`src/rtl/sct_ram.sv`:
```
// ----------------------------------------------------------------------------
// sct_ram
// Single write port, single read port RAM with registered read data.
// ----------------------------------------------------------------------------
module sct_ram #(
  parameter int unsigned Width = 64,
  parameter int unsigned Depth = 64
) (
  input  logic                     clk_i,
  input  logic                     we_i,
  input  logic [$clog2(Depth)-1:0] waddr_i,
  input  logic [Width-1:0]         wdata_i,
  input  logic [$clog2(Depth)-1:0] raddr_i,
  output logic [Width-1:0]         rdata_o
);

  logic [Width-1:0] mem_q [Depth];
  logic [Width-1:0] rdata_q;

  always_ff @(posedge clk_i) begin
    if (we_i) begin
      mem_q[waddr_i] <= wdata_i;
    end
    rdata_q <= mem_q[raddr_i];
  end

  assign rdata_o = rdata_q;

endmodule

```
`config.mk`:
```
export PLATFORM = sky130hd
export DESIGN_NAME = sct_ram
export DESIGN_NICKNAME = d
export VERILOG_FILES = /design/src/rtl/sct_ram.sv
export SDC_FILE = /design/constraint.sdc
export NUM_CORES = 2
export LEC_CHECK = 0
export ABC_CLOCK_PERIOD_IN_PS = 7420
export BUFFER_PORTS_ARGS = -buffer_cell sky130_fd_sc_hd__buf_2
export CORE_ASPECT_RATIO = 0.5
export CORE_MARGIN = 4
export CORE_UTILIZATION = 35
export DETAILED_ROUTE_END_ITERATION = 8
export PLACE_DENSITY = 0.5
export SLEW_MARGIN = 20
export SYNTH_ARGS = -nofsm -noshare
export SYNTH_HDL_FRONTEND = slang
export SYNTH_SLANG_ARGS = --single-unit
```
`constraint.sdc`:
```
create_clock -name clk_i -period 7.42 [get_ports clk_i]
set_clock_uncertainty 0.1 [all_clocks]
set_input_delay 1.484 -clock clk_i [delete_from_list [all_inputs] [get_ports clk_i]]
set_output_delay 1.484 -clock clk_i [all_outputs]
set_load 0.02 [all_outputs]
```
==> results.md <==
- Status: complete, no violations
- Die ar.: 0.458 sq mm
- Iteration count of the initial detailed-routing pass: 5
- Clock Sink Count: 4160
- Max Slew Vio Count: 0
- Seq/Total Area, Yosys: 79.5%
- P_leak: 54.9 nW
- Comb pwr share: 4.7%
- Worst-path fanout max: 23
- Ys async rst share: 0%
- Max VDD drop: 0.000213 V
- Detailed Route Iter0 Violations: 9540
- Largest net degree at the start of global routing: 89
- Power share of the sequential group: 53.8%
- Arr. time, crit path: 4.37 ns
- Pre-CTS setup slack: 2.57 ns
- Clock Path Buffers: 4
- Worst reg2reg setup slack: 5.11 ns
- Core area: 0.445 sq mm
- Post-DP Area: 0.166 sq mm
- RSZ-0062 raised after global routing: no
- Post-Syn Area: 0.156 sq mm
- # Post-CTS Setup Buffers: 0
- Sw frac: 21.6%
- Clk pwr share: 41.5%
- Max stage delay on crit path: 0.99 ns
- Main synth FF type: edfxtp_1
- Critical path capture point type: flop
- Area leader, netlist: edfxtp_1
- WHS Path Cells: 4
- Setup ws final: 3.50 ns
- TritonCTS buffer count: 397
- #FFs+latches synth: 4160
- CP top delay family: simple AND/OR/NAND/NOR gates
- Nets: 7079
- CP Launch Type: input pin
- Slowest stage cell on the critical path: nor2_4
- Cell Chain, Critical Path: buf_2, nor2b_1, nand3_1, nor2_4, buf_4
- Number of remaining DRC errors: 0
- Number of enable flip-flop cells after synthesis: 4096
- Worst-margin pin slew: 1.20 ns
- Syn_nets: 6676
- Worst Hold Launch: mem_q[39][26]
- Antenna violations before repair: 51
- Hold EP: rdata_o[26]
- CTS root buffer: clkbuf_16
- Worst Reg-to-Reg Cells: 4
- Min-delay worst type: flop to flop
- Max-Cap Viols: 0
- Yosys warning count: 0
- IO Count: 142
- Period utilisation layout: 52.9%
- Worst R2R Start: mem_q[38][51]
- Share of cells above drive strength 1: 28.3%
- Layout area overhead: 14.4%
- FF-to-FF End: rdata_o[51]
- NetSw: 10.5 mW
- Die W: 953 microns
- Fmax: 0.255 GHz
- CTS tree: built
- Synth cell count leaders: edfxtp_1, mux4_2, buf_2, a22oi_1, clkbuf_1
- Avg Cell Area, Syn: 23.7 sq um
- Slew margin rel.: 20.0%
- Vias in the first global route: 75000
- Worst skew pair latency: 0.96 ns
- Global route overflow: 0
- Cell variety after synth: 33
- Fin crit period: 3.92 ns
- Starting Density: 35.2%
- Detail-routed net length per standard cell: 35.4 microns
- Vias/cell: 5.67
- Hold_ws: 0.747 ns
- Gate Count Post-Synth: 6598
- CTS hold repair buffers: 0
- PwrDens: 272 mW/mm^2
- Top post-synthesis cells by area: edfxtp_1, mux4_2, mux2i_1
- Fin util: 40.2%
- Most frequent cell after synthesis: edfxtp_1
- IO buf count: 141
- Final ANT Viol Nets: 0
- Total Routing Usage GR: 20.1%
- Final setup fails: 0
- Dpl hpwl: 245000 microns
- Clock-pin transition on the worst setup and hold timing paths: 0.06 ns
- Fin area: 0.179 sq mm
- First-pass GRT wire length: 645000 microns
- Yosys top cell area share: 78.7%
- Routability-driven placement congestion ratio: 0.751
- Total number of vias: 75400
- DIE HEIGHT: 481 microns
- Site Rows: 173
- Post_cts resized: 0
- Final Hold Vio Count: 0
- Worst EP required: 7.86 ns
- CP Class: input pin to flop
- Pint: 38.1 mW
- H-tree levels: 5
- Setup TNS: 0 ns
- Buf/Inv on CP: 2
- Power, Total: 48.7 mW
- Routed wire length: 471000 microns
- Post-Layout Cell Count: 13300
- Placed Cells incl. Taps: 12500
## cells by family after synthesis
logic type / count (synthesis) / share of synthesized area [%]
DFF: 4160 / 79.5
AOI/OAI and AO/OA: 504 / 2.48
and+or+nand+nor: 386 / 1.24
buffers and inverters: 389 / 1.18
muxes: 1159 / 15.6
## worst max path at each step
stage | start | endpoint | depth (start not counted)
2_1_floorplan | waddr_i[3] | mem_q[48][0] | 4
3_3_place_gp | raddr_i[0] | rdata_o[51] | 7
3_5_place_dp | we_i | mem_q[62][36] | 5
4_1_cts | waddr_i[1] | mem_q[43][14] | 5
5_1_grt | raddr_i[0] | rdata_o[51] | 7
6_report | we_i | mem_q[62][36] | 5
## worst reg2reg max path, stage by stage (launching register included)
cell and delay (ns):
edfxtp_1 0.36, mux4_2 0.46, or3_1 0.31, a41oi_1 0.58, a211oi_2 0.26
## cell type report
type	count	area [sq um]
clock inverter	223	2060
multi-input combinational	2049	30800
inverter	19	71.3
fill	38900	266000
clock buffer	507	10600
antenna	16	40.0
sequential	4160	124000
tap	5950	7440
timing repair buffer	374	3550
## per-layer routing
metal  vias up  share of wire, %  global-route usage [%]
met5         -             0.012                       0
met1     42500                45                    30.5
li1      29400                 -                       -
met2      2921                46                    31.4
met4        10               2.3                    4.37
met3       598               6.8                    2.61
## flip-flops by register name (all words and copies together) (netlist names)
register  count
rdata_o      64
mem_q      4096
## power by group through the flow
stage          Sequential [mW]  Clock [mW]  Combinational (mW)
2_1_floorplan             26.6           0                1.21
3_3_place_gp              26.7           0                2.31
3_5_place_dp              26.7           0                2.34
4_1_cts                   26.2        20.6                2.34
5_1_grt                   26.1        21.6                2.45
6_report                  26.2        20.2                2.31
## layout by cell type (no fill, tap or decap), types with 24 or more instances in the layout
cell type / netlist / routed
edfxtp_1: 4096 / 4096
mux4_2: 1024 / 1024
clkbuf_16: 0 / 402
buf_4: 34 / 195
a22oi_1: 168 / 168
mux2i_1: 135 / 135
buf_2: 170 / 99
a22o_1: 88 / 88
clkbuf_1: 140 / 87
o22ai_1: 83 / 83
clkinv_2: 0 / 80
clkinv_1: 0 / 78
buf_12: 0 / 78
nor2_4: 0 / 65
and3_1: 64 / 64
dfxtp_1: 64 / 64
a211oi_1: 63 / 62
nand2_1: 58 / 53
nor2_1: 112 / 47
nand3_1: 45 / 45
o221ai_1: 38 / 38
bufinv_16: 0 / 33
or3_1: 29 / 29
or2_2: 28 / 28
a41oi_1: 26 / 26
nor2b_1: 28 / 24
Note: power is estimated with default switching activity, not from simulation.
