==> src/rtl/sct_pkg.sv <==
// ----------------------------------------------------------------------------
// sct_pkg
// Types and constants shared by the step-chunk queue and step timer.
// ----------------------------------------------------------------------------
package sct_pkg;

  localparam int unsigned CountW    = 16;
  localparam int unsigned IntervalW = 24;
  localparam int unsigned ElapsedW  = 16;
  localparam int unsigned ClockW    = 32;
  localparam int unsigned DepthW    = 6;
  localparam int unsigned ChunkW    = CountW + 2 * IntervalW;

  localparam logic [IntervalW-1:0] IntervalMax = {IntervalW{1'b1}};

  typedef enum logic [1:0] {
    OP_PUSH  = 2'd0,
    OP_TICK  = 2'd1,
    OP_CLEAR = 2'd2,
    OP_ESTOP = 2'd3
  } sct_op_e;

  // stored chunk, packed as in the queue memory
  typedef struct packed {
    logic signed [IntervalW-1:0] add;
    logic [IntervalW-1:0]        interval;
    logic [CountW-1:0]           count;
  } sct_chunk_t;

  // queue control to step timer
  typedef struct packed {
    logic tick;
    logic hold;
    logic drop;
    logic avail;
  } sct_tmr_ctl_t;

  // step timer to queue control
  typedef struct packed {
    logic              load;
    logic              step;
    logic              running;
    logic [ClockW-1:0] steps_total;
  } sct_tmr_sts_t;

endpackage

==> src/rtl/sct_timer.sv <==
// ----------------------------------------------------------------------------
// sct_timer
// Active chunk state, microsecond interval check and interval update.
// ----------------------------------------------------------------------------
module sct_timer
  import sct_pkg::*;
(
  input  logic                clk_i,
  input  logic                rst_ni,
  input  sct_tmr_ctl_t        ctl_i,
  input  logic [ElapsedW-1:0] elapsed_i,
  input  sct_chunk_t          chunk_i,
  output sct_tmr_sts_t        sts_o
);

  logic                        running_q, running_d;
  logic                        pend_q, pend_d;
  logic [CountW-1:0]           left_q, left_d;
  logic [IntervalW-1:0]        intv_q, intv_d;
  logic signed [IntervalW-1:0] chg_q, chg_d;
  logic [ClockW-1:0]           since_q, since_d;
  logic [ClockW-1:0]           done_q, done_d;

  logic [CountW-1:0]           eff_left;
  logic [IntervalW-1:0]        eff_intv;
  logic signed [IntervalW-1:0] eff_chg;
  logic [ClockW-1:0]           since_sum;
  logic                        due;
  logic signed [IntervalW+1:0] intv_sum;
  logic [CountW-1:0]           left_dec;
  logic                        load, step;

  // chunk fields arrive from the queue memory in the cycle after the load
  assign eff_left = pend_q ? chunk_i.count    : left_q;
  assign eff_intv = pend_q ? chunk_i.interval : intv_q;
  assign eff_chg  = pend_q ? chunk_i.add      : chg_q;

  assign since_sum = since_q + ClockW'(elapsed_i);
  assign due       = !since_sum[ClockW-1] && (since_sum >= ClockW'(eff_intv));
  assign intv_sum  = $signed({2'b00, eff_intv}) + (IntervalW+2)'(eff_chg);
  assign left_dec  = (eff_left != '0) ? eff_left - 1'b1 : eff_left;

  always_comb begin
    running_d = running_q;
    pend_d    = 1'b0;
    left_d    = eff_left;
    intv_d    = eff_intv;
    chg_d     = eff_chg;
    since_d   = since_q;
    done_d    = done_q;
    load      = 1'b0;
    step      = 1'b0;
    if (ctl_i.drop) begin
      running_d = 1'b0;
    end else if (ctl_i.tick) begin
      since_d = since_sum;
      if (!ctl_i.hold) begin
        if (!running_q) begin
          if (ctl_i.avail) begin
            load      = 1'b1;
            running_d = 1'b1;
            pend_d    = 1'b1;
            since_d   = '0;
          end
        end else if (due) begin
          step    = 1'b1;
          since_d = since_sum - ClockW'(eff_intv);
          done_d  = done_q + 1'b1;
          left_d  = left_dec;
          if (intv_sum < $signed((IntervalW+2)'(1))) begin
            intv_d = IntervalW'(1);
          end else if (intv_sum > $signed({2'b00, IntervalMax})) begin
            intv_d = IntervalMax;
          end else begin
            intv_d = intv_sum[IntervalW-1:0];
          end
          running_d = (left_dec != '0);
        end
      end
    end
  end

  always_ff @(posedge clk_i or negedge rst_ni) begin
    if (!rst_ni) begin
      running_q <= 1'b0;
      pend_q    <= 1'b0;
      left_q    <= '0;
      intv_q    <= '0;
      chg_q     <= '0;
      since_q   <= '0;
      done_q    <= '0;
    end else begin
      running_q <= running_d;
      pend_q    <= pend_d;
      left_q    <= left_d;
      intv_q    <= intv_d;
      chg_q     <= chg_d;
      since_q   <= since_d;
      done_q    <= done_d;
    end
  end

  assign sts_o.load        = load;
  assign sts_o.step        = step;
  assign sts_o.running     = running_d;
  assign sts_o.steps_total = done_d;

endmodule

==> config.mk <==
export PLATFORM = sky130hd
export DESIGN_NAME = sct_timer
export DESIGN_NICKNAME = d
export VERILOG_FILES = /design/src/rtl/sct_pkg.sv /design/src/rtl/sct_timer.sv
export SDC_FILE = /design/constraint.sdc
export NUM_CORES = 1
export LEC_CHECK = 0
export BUFFER_PORTS_ARGS = -buffer_cell sky130_fd_sc_hd__buf_2
export CAP_MARGIN = 0
export CORE_MARGIN = 3
export CORE_UTILIZATION = 40
export DETAILED_ROUTE_END_ITERATION = 12
export SKIP_LAST_GASP = 1
export SYNTH_ARGS = -nofsm -noshare
export SYNTH_HDL_FRONTEND = slang
export SYNTH_SLANG_ARGS = --single-unit
==> constraint.sdc <==
create_clock -name clk_i -period 6.3 [get_ports clk_i]
set_input_delay 0.945 -clock clk_i [delete_from_list [all_inputs] [get_ports clk_i]]
set_output_delay 0.945 -clock clk_i [all_outputs]
set_load 0.005 [all_outputs]
==> impl_results.md <==
* Status: completed
* Post-DR wirelength/cell at 17.8 um
* Site Rows at 59
* CTS max path bufs at 2
* FILL cells at 2520
* Clk sinks at 130
* Worst hold path type: flip-flop to flip-flop
* Footprint of the multi-input gates at 7420 um2
* Remaining antenna violation count at 0
* Overflow after GRT at 0
* IO Port Bufs at 120
* WS Path Type: primary input to output port
* Worst-margin pin slew at 1070 ps
* Ys async rst share at 1.00
* DR vias at 10164
* Root buffer cell: clkbuf_16
* Arr. time, crit path at 5170 ps
* Antenna violations before repair at 0
* Die W at 169 um
* Number of enable flip-flop cells after synthesis at 0
* Avg Vias per Cell at 5.67
* Clk_skew at 15.5 ps
* Crit path buf inv count at 6
* CP Capture Type: output port
* Diodes inserted at 0
* Most numerous cell on the critical path: buf_4
* PnR worst setup slack at 187 ps
* WL final at 32000 um
* Final Critical Period at 6110 ps
* Largest net degree at the start of global routing at 70
* Share of cells above drive strength 1 at 0.263
* Fmax achieved at 164 MHz
* Hold Violations, Final at 0
* # hold bufs at CTS at 0
* Dpl ws at -137 ps
* Mapped Cells at 1239
* Leak at 6.15 nW
* Core box area at 26100 um2
* DR DRC count at 0
* Cells along the critical path: buf_2 -> ha_1 -> o21a_1 -> a21oi_4 -> buf_4 -> o211ai_4 -> buf_4 -> a22oi_2 -> buf_4 -> nor3_2 -> xor2_1 -> ha_1 -> a21oi_1 -> nor2b_1 -> nor2_1 -> o221ai_1 -> a31oi_1 -> nand4b_2 -> o311ai_4 -> inv_2 -> and2_4 -> nand4_1 -> xnor2_2 -> buf_2
* Height of the chip at 169 um
* Number of synthesized register bits at 130
* Synth cell count leaders: nand2_1 (139), dfrtp_1 (130), nor2_1 (86)
* First-pass GRT wire length at 50100 um
* RSZ-0062 raised after global routing: yes
* Slew margin rel. at 0.280
* Pwr Density at 543 nW/um2
* TritonCTS buffer count at 17
* Clock-pin slew on the worst setup and hold paths at 70 ps
* Critical path peak fanout at 6
* Crit path max-delay family: compound AO/OA/AOI/OAI gates
* Largest area contributor in the netlist: dfrtp_1
* Vias in the first global route at 9805
* Mapped Nets at 1395
* Slowest cell on crit path: ha_1
* Setup-failing EPs final at 0
* Die Footprint at 28700 um2
* Syn avg cell area at 8.62 um2
* I/O pins at 121
* Worst EP required at 5350 ps
* Synthesis Warnings at 0
* Mapped cell area at 10700 um2
* Ys flop type: dfrtp_1
* HPWL Detailed at 24000 um
* Period utilization at 0.970
* Seq/Total Area, Yosys at 0.304
* Drt pass-1 iters at 5
* Fin nets at 1602
* CTS H-tree lvls at 4
* Gr usage total at 0.216
* GPL Wtd Cong at 0.946
* Largest stage delay on the critical path at 340 ps
* Post-synth cell types at 86
* Starting DRT DRC Count at 669
* Setup TNS at 0 ps
* Synth top area share at 0.304
* TritonCTS clock tree: built
* Fin. max-slew vios at 0
* CP startpoint kind: primary input
* Peak supply drop at 334 uV
* Synth area leaders: dfrtp_1 (30%), ha_1 (7.8%), xnor2_1 (6.6%)
* Clk Latency, worst-skew pair at 440 ps
* Area Growth Syn to Fin at 25.2%
* Most numerous cell in the Yosys netlist: nand2_1
* Max-cap violations at 0
* Reg area at 3260 um2
* Starting Density at 0.409
[metal layers]
metal | vias up | track usage | wire [um]
met2 | 254 | 0.373 | 15600
li1 | 4930 | - | -
met1 | 4936 | 0.284 | 14300
met5 | - | 0 | 0
met3 | 44 | 0.0284 | 1350
met4 | 0 | 0.0665 | 717
[cells in the final DEF, fill, tap and decap left out, drive strengths merged, types with 7 or more instances in the layout]
| master | n |
|---|---|
| buf | 228 |
| nand2 | 139 |
| dfrtp | 130 |
| nor2 | 86 |
| inv | 80 |
| xnor2 | 80 |
| o21ai | 69 |
| ha | 67 |
| a21oi | 62 |
| mux2i | 46 |
| nand3 | 37 |
| xor2 | 33 |
| a22oi | 31 |
| nor3 | 28 |
| mux2 | 27 |
| nand4 | 20 |
| nand2b | 18 |
| clkbuf | 17 |
| a21o | 16 |
| and3 | 16 |
| o21a | 15 |
| and2 | 15 |
| a211oi | 14 |
| nor2b | 13 |
| a31oi | 13 |
| and4 | 10 |
| o21bai | 9 |
| o31ai | 9 |
| o311ai | 9 |
| nor4 | 8 |
| a211o | 7 |
| o31a | 7 |
| or3 | 7 |
[kinds of logic after synthesis]
family                     synth area share
DFF                                   0.304
adders and majority gates            0.0859
AOI/OAI and AO/OA                     0.207
and+or+nand+nor                       0.195
muxes                                0.0715
xor gates and xnor gates             0.0926
buffers and inverters                0.0433
[through the flow]
| stage | power [W] | hold slack (ps) | instance area, um2 | cells | util |
|---|---|---|---|---|---|
| after detailed placement | 0.00589 | 479 | 12300 | 1749 | 0.469 |
| after CTS | 0.00703 | 492 | 12900 | 1784 | 0.495 |
| after global routing | 0.00787 | 520 | 13400 | 1794 | 0.512 |
| after floorplan | 0.00438 | 453 | 10700 | 1239 | - |
| final | 0.00727 | 492 | 13400 | 1794 | 0.512 |
| after global placement | 0.00583 | 469 | 12300 | 1749 | 0.469 |
[worst paths after layout]
path	start	end	slack, ps	depth (start not counted)
max in group asynchronous	rst_ni	intv_q[12]$_DFF_PN0_	4510	2
min	since_q[5]$_DFFE_PN0P_	since_q[5]$_DFFE_PN0P_	490	2
min reg2reg	since_q[5]$_DFFE_PN0P_	since_q[5]$_DFFE_PN0P_	490	2
min in group asynchronous	rst_ni	left_q[8]$_DFF_PN0_	510	1
max reg2reg	since_q[0]$_DFFE_PN0P_	intv_q[22]$_DFF_PN0_	860	23
max	elapsed_i[2]	sts_o[10]	190	24
[repair_timing]
item                       CTS  global route
pin swaps                    6            38
hold endpoints to repair     0             0
setup endpoints to repair   31            34
buffers inserted             3             9
gates cloned                 0             1
gates resized for setup     14            68
[registers in the layout, indices dropped and copies added, names as in the netlist]
name / flops
since_q: 32
running_q: 1
left_q: 16
done_q: 32
pend_q: 1
chg_q: 24
intv_q: 24
[final cells by class]
type | instances | area share
Multi-Input combinational cell | 998 | 0.555
Tap cell | 335 | 0.0313
Sequential cell | 130 | 0.243
Timing Repair Buffer | 228 | 0.107
Inverter | 71 | 0.0199
Clock inverter | 15 | 0.0123
Clock buffer | 17 | 0.0318
[report_power, final]
part | total (W) | leakage [nW] | internal, W | switching [W]
sequential | 0.00121 | 1.64 | 0.00105 | 0.000155
combinational | 0.00504 | 4.24 | 0.00226 | 0.00278
clock | 0.00102 | 0.280 | 0.000562 | 0.000462
total | 0.00727 | 6.15 | 0.00387 | 0.00340
[worst register-to-register path: cells and delay by family (launching register included)]
family | cells | cell delay, ps
fa+ha+maj | 3 | 850
simple gates | 6 | 1640
xor+xnor | 1 | 150
buf+inv | 4 | 790
flops | 1 | 400
compound gates | 9 | 1440
Note: power is estimated with default switching activity, not from simulation.
